[config.mk]
export PLATFORM = sky130hd
export DESIGN_NAME = ahe_ram
export DESIGN_NICKNAME = d
export VERILOG_FILES = /design/src/hw/rtl/ahe_ram.sv
export SDC_FILE = /design/constraint.sdc
export NUM_CORES = 2
export LEC_CHECK = 0
export BUFFER_PORTS_ARGS = -buffer_cell sky130_fd_sc_hd__buf_2
export CORE_ASPECT_RATIO = 1.2
export CORE_MARGIN = 2
export CORE_UTILIZATION = 48
export DETAILED_ROUTE_END_ITERATION = 6
export PLACE_DENSITY = 0.74
export SYNTH_ARGS = -nofsm -noshare
export SYNTH_HDL_FRONTEND = slang
export SYNTH_SLANG_ARGS = --single-unit
[constraint.sdc]
create_clock -name i_clk -period 2.9 [get_ports i_clk]
set_clock_uncertainty 0.1 [all_clocks]
set_input_delay 0.58 -clock i_clk [delete_from_list [all_inputs] [get_ports i_clk]]
set_output_delay 0.58 -clock i_clk [all_outputs]
set_load 0.03 [all_outputs]
[src/hw/rtl/ahe_ram.sv]
`timescale 1ns / 1ps
// ----------------------------------------------------------------------------
// ahe_ram
// Simple dual-port RAM, one write and one registered read per cycle.
// ----------------------------------------------------------------------------
module ahe_ram #(
    parameter int DEPTH = 512,
    parameter int WIDTH = 8,
    localparam int AW = $clog2(DEPTH)
) (
    input  logic             i_clk,
    input  logic             i_we,
    input  logic [AW-1:0]    i_waddr,
    input  logic [WIDTH-1:0] i_wdata,
    input  logic [AW-1:0]    i_raddr,
    output logic [WIDTH-1:0] o_rdata
);

    logic [WIDTH-1:0] r_mem [DEPTH];
    logic [WIDTH-1:0] r_rdata;

    always_ff @(posedge i_clk) begin
        if (i_we) begin
            r_mem[i_waddr] <= i_wdata;
        end
        r_rdata <= r_mem[i_raddr];
    end

    assign o_rdata = r_rdata;

endmodule

==> flow_metrics.tcl <==
set metrics [dict create \
    static_power_due_to_leakage_nw 62.4 \
    violated_checks "max-capacitance violations, max-slew violations, negative setup slack" \
    global_route_wire_length_before_repair_um 620000 \
    port_buffers 35 \
    max-vdd-ir-drop_mv 0.571 \
    top_post_synthesis_cells_by_area "edfxtp_1, mux4_2, mux2i_1" \
    fill_cells 23700 \
    crit_chain "mux4_2 -> mux2i_1 -> nor2_1 -> nor3_1 -> buf_4 -> o41ai_1 -> o2111a_1" \
    clock_insertion_delay_worst_skew_ns 0.93 \
    numClockSinks 4104 \
    post_synthesis_cell_area_um2 160000 \
    timing.critical_path.max_delay_family "compound AO/OA/AOI/OAI gates" \
    period_share 1.07 \
    synthesized_area_per_cell_um2 19.9 \
    timing.setup.critical_path_class "reg2reg" \
    post_synthesis_net_count 8058 \
    timing_max_transition_violations_final 3 \
    htree_levels 5 \
    leading_register_cell_type_out_of_synthesis "edfxtp_1" \
    worstPathMaxFanout 2 \
    postSynthCellCount 8030 \
    dp_hpwl_um 279000 \
    synth_async_sr_flop_share 0 \
    multi_input_area_um2 34100 \
    die-height_um 636 \
    mostFrequentLayoutCells "edfxtp_1, buf_4, mux2i_1, mux4_2, nor2_1" \
    tritoncts "done" \
    power.total_mw 119 \
    worstPathBufferInverterCount 1 \
    routabilityCongestion 0.934 \
    detailroute.via_count 88400 \
    first_global_vias 89400 \
    clkSlewWorstSetupHoldPaths_ns 0.06 \
    max_freq_mhz 324 \
    count_of_final_setup_violators 3 \
    detailedRoute.firstPassIterationCount 6 \
    synth_enable_flop_cells 4096 \
    die_width_um 531 \
    critical-path-slowest-cell "o41ai_1" \
    antenna_found_initial 22 \
    grt_use_total 0.252 \
    synth.largest_area_cell "edfxtp_1" \
    grt_max_degree 125 \
    rsz0062_at_grt "no" \
    synth_top_area_frac 0.769 \
    timing.setup.tns_ns -0.330 \
    worst_ep_required_time_ns 3.63 \
    post-route-drc-count 0 \
    cp_data_arrival_time_ns 3.82 \
    design.die.area_um2 338000 \
    post-cts-setup-buffer-count 0 \
    tightest_slew_ns 1.69 \
    finalWorstSetupSlack_ns -0.190 \
    cap_violations 1 \
    cts.path.max_buffers 4 \
    hold_path_class "in2reg" \
    synth_cell_types 51 \
    nets 9441 \
    cts-buffers-inserted 371 \
    synth-seq-area-share 0.770 \
    design.core.area_um2 332000 \
    timing.final.hold_violations 0 \
    pwr_density_nw_per_um2 635 \
    area.growth.synth_to_final_pct 17.5 \
    nature_of_the_critical_path_startpoint "register" \
    route.detailed.vias_per_inst 6.24 \
    drive_above_1_share 0.281 \
    placementRows 232 \
    grt_overflow 0 \
    min_period_ns 3.09 \
    endpoint_kind "register" \
    outcome "finished with violations" \
    detailedRoute.firstIterationViolations 11600 \
    routed_wirelength_normalized_by_instance_count_um 30.5 \
    ys.warnings.count 0 \
    final_antenna_net_count 0 \
    synth-seq-cells 4104 \
    floorplan.io_pins 36 \
    max-slew-margin-rel -0.139 \
    initial_utilization 0.482 \
    critical_path_s_largest_stage_delay_ns 1.41 \
    seq_area_um2 123000 \
    postRouteWirelength_um 432000 \
    clock_tree.root_cell "clkbuf_16" \
    leading_cell_type_in_the_layout_fill_and_taps_excluded "edfxtp_1" \
]
## sequential cells by signal, indices dropped and copies added (netlist names)
signal	count
r_mem	4096
o_rdata	8
## cell families (layout without fill, tap and decap cells)
family	Yosys count	in the layout	synth area share
DFF	4104	4104	0.770
muxes	1451	1451	0.142
and+or+nand+nor	980	980	0.0263
AOI/OAI and AO/OA	979	979	0.0431
buffers and inverters	516	2179	0.0185
other	0	13	0
## layer usage
layer | up-vias | share of wire | global-route usage
met5 | - | 0.00027 | 0
met4 | 18 | 0.063 | 0.139
met3 | 1145 | 0.097 | 0.0449
met2 | 5727 | 0.49 | 0.414
met1 | 45300 | 0.35 | 0.318
li1 | 36100 | - | -
## power by group
part / switching, mW / total [mW] / internal [mW]
Sequential: 0.110 / 65.4 / 65.3
Combinational: 4.33 / 6.94 / 2.60
Clock: 21.1 / 47.1 / 26.0
Total: 25.6 / 119 / 93.9
## path summary, 6_finish.rpt
check	cells after the start	from	endpoint	slack (ns)
setup / recovery	7	r_mem[429][0]$_DFFE_PP_	o_rdata[0]$_DFF_P_	-0.19
hold / removal	1	i_wdata[7]	r_mem[364][7]$_DFFE_PP_	0.05
setup reg to reg	7	r_mem[429][0]$_DFFE_PP_	o_rdata[0]$_DFF_P_	-0.19
hold reg to reg	6	r_mem[196][3]$_DFFE_PP_	o_rdata[3]$_DFF_P_	1.14
## stage by stage
| stage | utilization | hold slack, ns | instance area [um^2] | setup slack [ns] | std cells |
|---|---|---|---|---|---|
| finish | 0.566 | 0.0544 | 188000 | -0.190 | 14200 |
| global route | 0.566 | 0.0403 | 188000 | 0.00765 | 14100 |
| CTS | 0.566 | 0.0183 | 188000 | 0.0113 | 14100 |
| detailed placement | 0.531 | 0.863 | 176000 | -1.52 | 13500 |
| global placement | 0.531 | 0.871 | 176000 | -1.69 | 13500 |
| floorplan | - | 0.579 | 160000 | 0.248 | 8030 |
## layout make-up
cell class / count / area share
clock inverters: 201 / 0.00884
well taps: 4446 / 0.0296
repair buffers: 1523 / 0.0730
flip-flops and latches: 4104 / 0.655
multi-input cells: 3410 / 0.181
clock buffers: 452 / 0.0519
inverters: 3 / 0.0000998
diodes: 13 / 0.000173
## synth_stat cells, types with 3 or more instances
cell type     n
a211oi_1     17
a2111oi_0     3
o21ai_0     118
nor2b_1       6
o31ai_1      13
nor3_1      109
dfxtp_1       8
o221ai_1    371
buf_12        5
o22ai_1     163
buf_6        64
o22a_1        3
and2_1       20
or2_2         4
edfxtp_1   4096
clkbuf_1    265
nor4_1       36
nand2b_1      4
buf_4        70
or3_1         6
buf_1        41
and3b_1       4
nor2_1      597
a21oi_1     194
and3_1        4
mux4_2      654
nor3b_1       8
a22o_1        5
o41ai_1       7
mux2i_1     797
o2111a_1      8
nand3_1      36
buf_2        57
o311ai_0      5
nand2_1     111
buf_8        11
a22oi_1      61
nand4_1      32
## repair_timing
item / CTS / global route
endpoints found under the setup margin: 7 / 6
cloned: 0 / 1
pin swaps: 5 / 5
endpoints found under the hold margin: 16 / 0
hold buffers: 1 / 0
gates resized for setup: 18 / 9
## worst register-to-register path: cells and delay by family (launching register included)
kind	cells	cell delay, ns
buffers and inverters	1	0.16
multiplexers	2	0.42
AO/OA/AOI/OAI	2	1.77
flip-flops	1	0.34
AND/OR/NAND/NOR	2	0.26
Power figures use the tool's default switching activity.
