`config.mk`:
```
export PLATFORM = sky130hd
export DESIGN_NAME = ahe_out_buf_flat
export DESIGN_NICKNAME = d
export VERILOG_FILES = /design/src/hw/rtl/ahe_pkg.sv /design/src/hw/rtl/ahe_if.sv /design/src/hw/rtl/ahe_out_buf.sv /design/src/flat_wrapper.sv
export SDC_FILE = /design/constraint.sdc
export NUM_CORES = 1
export LEC_CHECK = 0
export BUFFER_PORTS_ARGS = -buffer_cell sky130_fd_sc_hd__buf_2
export CORE_AREA = 3 3 40 42
export CTS_BUF_LIST = sky130_fd_sc_hd__clkbuf_8
export CTS_CLUSTER_DIAMETER = 80
export DETAILED_ROUTE_END_ITERATION = 16
export DIE_AREA = 0 0 43 45
export GPL_ROUTABILITY_DRIVEN = 0
export GPL_TIMING_DRIVEN = 0
export HOLD_SLACK_MARGIN = 0.06
export PLACE_DENSITY_LB_ADDON = 0.08
export SETUP_SLACK_MARGIN = 0.5
export SYNTH_ARGS = -nofsm -noshare
export SYNTH_HDL_FRONTEND = slang
export SYNTH_SLANG_ARGS = --single-unit
```
`constraint.sdc`:
```
create_clock -name i_clk -period 0.8 [get_ports i_clk]
set_input_delay 0.12 -clock i_clk [delete_from_list [all_inputs] [get_ports i_clk]]
set_output_delay 0.12 -clock i_clk [all_outputs]
set_load 0.02 [all_outputs]
```
`src/hw/rtl/ahe_pkg.sv`:
```
`timescale 1ns / 1ps
// ----------------------------------------------------------------------------
// ahe_pkg
// Shared constants, types and sequencer states of the adaptive Huffman encoder.
// ----------------------------------------------------------------------------
package ahe_pkg;

    localparam int MAX_NODES   = 511;
    localparam int NODE_AW     = 9;
    localparam int WEIGHT_BITS = 32;
    localparam int SYM_BITS    = 8;
    localparam int NUM_SYMS    = 256;
    localparam int PATH_DEPTH  = 256;
    localparam int CHUNK_BITS  = 8;
    localparam int CNT_BITS    = 4;
    localparam int COUNT_BITS  = 10;

    localparam logic [NODE_AW-1:0]     ROOT_NODE   = '0;
    localparam logic [NODE_AW-1:0]     ROOT_ORDER  = NODE_AW'(MAX_NODES - 1);
    localparam logic [NODE_AW-1:0]     FIRST_ORDER = NODE_AW'(MAX_NODES - 2);
    localparam logic [WEIGHT_BITS-1:0] WEIGHT_MAX  = '1;
    localparam logic [CNT_BITS-1:0]    CHUNK_FULL  = CNT_BITS'(CHUNK_BITS);

    typedef enum logic [4:0] {
        S_IDLE,
        S_LEAF,
        S_PATH_P,
        S_PATH_L,
        S_EMIT_RD,
        S_EMIT_ACC,
        S_PUSH,
        S_LIT,
        S_POST,
        S_SPLIT0,
        S_SPLIT1,
        S_U_TOP,
        S_U_W,
        S_U_SCAN,
        S_U_SCAN_N,
        S_U_SCAN_W,
        S_U_LEAD,
        S_SW1,
        S_SW2,
        S_SW3,
        S_U_INC
    } t_state;

    typedef struct packed {
        logic [CHUNK_BITS-1:0] code_bits;
        logic [CNT_BITS-1:0]   bit_count;
        logic                  is_literal;
        logic                  weight_overflow;
        logic                  last;
    } t_result;

endpackage

```
`src/hw/rtl/ahe_if.sv`:
```


interface ahe_code_if
    import ahe_pkg::*;
();
    logic                  valid;
    logic                  ready;
    logic [CHUNK_BITS-1:0] code_bits;
    logic [CNT_BITS-1:0]   bit_count;
    logic                  is_literal;
    logic                  weight_overflow;
    logic                  last;

    modport source (output valid, output code_bits, output bit_count, output is_literal,
                    output weight_overflow, output last, input ready);
    modport sink   (input valid, input code_bits, input bit_count, input is_literal,
                    input weight_overflow, input last, output ready);
endinterface

```
`src/hw/rtl/ahe_out_buf.sv`:
```
`timescale 1ns / 1ps
// ----------------------------------------------------------------------------
// ahe_out_buf
// Output register holding one code chunk until its transfer.
// ----------------------------------------------------------------------------
module ahe_out_buf
    import ahe_pkg::*;
(
    input  logic    i_clk,
    input  logic    i_rst_n,
    input  logic    i_load,
    input  t_result i_item,
    output logic    o_space,
    ahe_code_if.source m_out
);

    logic    r_valid;
    t_result r_item;

    assign o_space = !r_valid || m_out.ready;

    always_ff @(posedge i_clk) begin
        if (!i_rst_n) begin
            r_valid <= 1'b0;
        end else if (i_load) begin
            r_valid <= 1'b1;
        end else if (m_out.ready) begin
            r_valid <= 1'b0;
        end
    end

    always_ff @(posedge i_clk) begin
        if (i_load) begin
            r_item <= i_item;
        end
    end

    assign m_out.valid           = r_valid;
    assign m_out.code_bits       = r_item.code_bits;
    assign m_out.bit_count       = r_item.bit_count;
    assign m_out.is_literal      = r_item.is_literal;
    assign m_out.weight_overflow = r_item.weight_overflow;
    assign m_out.last            = r_item.last;

endmodule

```
`src/flat_wrapper.sv`:
```
// flat-port wrapper written by rule: the top's interface ports become plain ports
module ahe_out_buf_flat import ahe_pkg::*;
  (i_clk, i_rst_n, i_load, i_item, o_space, m_out_valid, m_out_code_bits, m_out_bit_count, m_out_is_literal, m_out_weight_overflow, m_out_last, m_out_ready);
  ahe_code_if m_out_i ();
  input  logic i_clk;
  input  logic i_rst_n;
  input  logic i_load;
  input  t_result i_item;
  output logic o_space;
  output wire logic [$bits(m_out_i.valid)-1:0] m_out_valid;
  output wire logic [$bits(m_out_i.code_bits)-1:0] m_out_code_bits;
  output wire logic [$bits(m_out_i.bit_count)-1:0] m_out_bit_count;
  output wire logic [$bits(m_out_i.is_literal)-1:0] m_out_is_literal;
  output wire logic [$bits(m_out_i.weight_overflow)-1:0] m_out_weight_overflow;
  output wire logic [$bits(m_out_i.last)-1:0] m_out_last;
  input wire logic [$bits(m_out_i.ready)-1:0] m_out_ready;
  assign m_out_valid = m_out_i.valid;
  assign m_out_code_bits = m_out_i.code_bits;
  assign m_out_bit_count = m_out_i.bit_count;
  assign m_out_is_literal = m_out_i.is_literal;
  assign m_out_weight_overflow = m_out_i.weight_overflow;
  assign m_out_last = m_out_i.last;
  assign m_out_i.ready = m_out_ready;
  ahe_out_buf u_core (.i_clk(i_clk), .i_rst_n(i_rst_n), .i_load(i_load), .i_item(i_item), .o_space(o_space), .m_out(m_out_i));
endmodule
```
==> metrics.cfg <==
[detailed_routing]
avgViaCountPerCell = 4.12
drtIter0Drc = 3
postRouteAntennaNets = 0
vias = 301
wire_per_inst_um = 11.6
totalWireLength_um = 850
drc = 0
dr.pass1.iters = 3

[setup_path]
crit_family = flip-flops
cp_data_arrival_time_ns = 0.78
cp-startpoint = u_core.m_out.valid
cp-start-kind = register
critical_path.endpoint = o_space
reg2reg_slack_ns = 0.20
worstSetupPathType = register to output port
cp.buffers_inverters = 1
rr_endpoint = u_core.m_out.valid
r2r_cells = 2
crit_path_top_delay_cell = dfxtp_4
critPathRequiredTime_ns = 0.68
slowest_delay_ns = 0.36
crit_cells = 2
crit_fanout = 2
rr_startpoint = u_core.m_out.valid
endpoint_kind = output port
path_cells = nand2b_4, buf_6

[power]
clkPwrFrac_pct = 31.2
power_density_nw_per_um2 = 2260
irDropWorstVdd_uv = 1440
power.internal_mw = 1.46
p_seq_share_pct = 54.5
netSwitchingFraction_pct = 21.4
power_switching_uw = 397
power_mw = 1.85
comb_power_share_pct = 14.3
p_leak_nw = 0.363

[floorplan]
core-area_sq_um = 1280
die_h_um = 45
rows = 13
die_area_sq_um = 1940
io_pins = 36
start_util_pct = 38.9
die_w_um = 43

[layout]
layout-drive-gt1-share_pct = 70.7
synthToLayoutAreaGrowth_pct = 64.2
diodes = 0
nets = 78
utilization_pct = 63.8
nFillCells = 100

[sta]
finClkSkew_ns = 0
timing.fmax_mhz = 1110
finalCritPeriodShare_pct = 113
worst_pin_slew_ns = 0.114
min_period_ns = 0.901
setup_ws_ns = -0.101
rsz0062_at_grt = true
drv_slew = 0
setup_viol = 17
slew_headroom_pct = 92.5
hold_viol_final = 0

[clock_network]
clkSinkCount = 16
clock_path_buffers = 2
clockRootBuffer = clkbuf_8
cts_buffers = 3
h-tree-depth = 1
clk_pin_slew_ns = 0.06
cts_tree = built
cts_setup_buffers = 0
clk_latency_ns = 0.24

[global_route]
grt_pass1_vias = 307
antenna_found_initial = 0
grt_overflow_total = 0
grt_pass1_wl_um = 1260
track_usage_pct = 9.43
grt_max_degree = 17

[placed_design]
place_ws_ns = 0.0399
io_buffers = 35

[min_path]
hold_class = input pin to register

[flow_run]
maxCapViolCount = 0

[logic_synthesis]
synth_seq_cells = 16
syn_inst = 19
synthMuxAreaShare_pct = 0
synth_cell_types = 5
synth_fa_ha_area_share_pct = 0
netlist_area_sq_um = 499
synth-compound-area-share_pct = 2.26
synth_xor_area_share_pct = 0
synth-simple-area-share_pct = 2.76
syn-mean-instance-area_sq_um = 26.3
syn_nets = 38
ys_seq_area_share_pct = 94.2
synth_top_family_by_area = simple AND/OR/NAND/NOR gates
synth_warnings = 0

[outcome]
outcome = finished, violations left
violations = setup timing

==> power by group through the flow <==
| stage | Clock [mW] | Combinational, mW | Sequential (mW) |
|---|---|---|---|
| floorplan | 0 | 0.0131 | 1.11 |
| global placement | 0 | 0.213 | 1.02 |
| detailed placement | 0 | 0.218 | 1.02 |
| CTS | 0.602 | 0.236 | 1.00 |
| global route | 0.667 | 0.278 | 1.01 |
| finish | 0.579 | 0.265 | 1.01 |
==> routing by layer <==
| layer | wire [um] | GRT usage (%) | vias to the layer above |
|---|---|---|---|
| li1 | - | - | 151 |
| met1 | 257 | 8.16 | 128 |
| met2 | 471 | 16.5 | 22 |
| met3 | 121 | 5.98 | 0 |
| met4 | 0 | 5.42 | 0 |
| met5 | 0 | 0 | - |
==> cell usage in the layout (no fill, tap or decap) <==
cell,Yosys,final
nand2b_4,1,1
clkbuf_8,0,3
buf_6,0,10
inv_1,1,2
a21boi_2,1,1
buf_2,0,24
buf_12,0,1
edfxtp_1,15,15
dfxtp_4,0,1
==> state kept, by name, indices dropped and copies added, names as in the netlist <==
name	count
u_core.m_out.last	1
u_core.m_out.weight_overflow	1
u_core.m_out.is_literal	1
u_core.m_out.valid	1
u_core.m_out.bit_count	4
u_core.m_out.code_bits	8
==> synth_stat cells (all sizes together) <==
cell type | n | area share (%)
dfxtp | 1 | 4.0
a21boi | 1 | 2.3
inv | 1 | 0.75
edfxtp | 15 | 90
nand2b | 1 | 2.8
==> final cells by class <==
class | instances | area (sq um) | share of cell area [%]
clock buffer | 3 | 41.3 | 5.04
multi-input combinational | 2 | 25.0 | 3.05
timing repair buffer | 35 | 253 | 30.8
tap | 15 | 18.8 | 2.29
inverter | 1 | 3.75 | 0.458
clock inverter | 1 | 3.75 | 0.458
sequential | 16 | 474 | 57.9
==> worst min path at each step <==
stage	from	depth (start not counted)	end
after floorplan	i_item[3]	0	u_core.m_out.bit_count[0]
after global placement	i_item[8]	1	u_core.m_out.code_bits[1]
after detailed placement	i_item[12]	1	u_core.m_out.code_bits[5]
after CTS	i_item[8]	1	u_core.m_out.code_bits[1]
after global routing	i_item[3]	1	u_core.m_out.bit_count[0]
final	i_item[12]	1	u_core.m_out.code_bits[5]
==> timing repair <==
action / CTS / global route
cloned: 0 / 0
endpoints found under the setup margin: 33 / 18
hold endpoints to repair: 15 / 15
resized for setup: 9 / 15
==> through the flow <==
stage                     hold slack (ns)  setup TNS [ns]  cell area, sq um  std cells
after floorplan                     0.219               0               503         19
after global placement              0.297               0               697         69
after detailed placement            0.298               0               697         69
after CTS                          0.0425           -1.48               772         73
after global routing               0.0334           -1.91               820         73
final                              0.0482           -1.30               820         73
==> cell families after synthesis <==
logic type      Yosys count
compound gates            1
buf+inv                   1
flops                    16
simple gates              1
(Power assumes the default switching activity.)
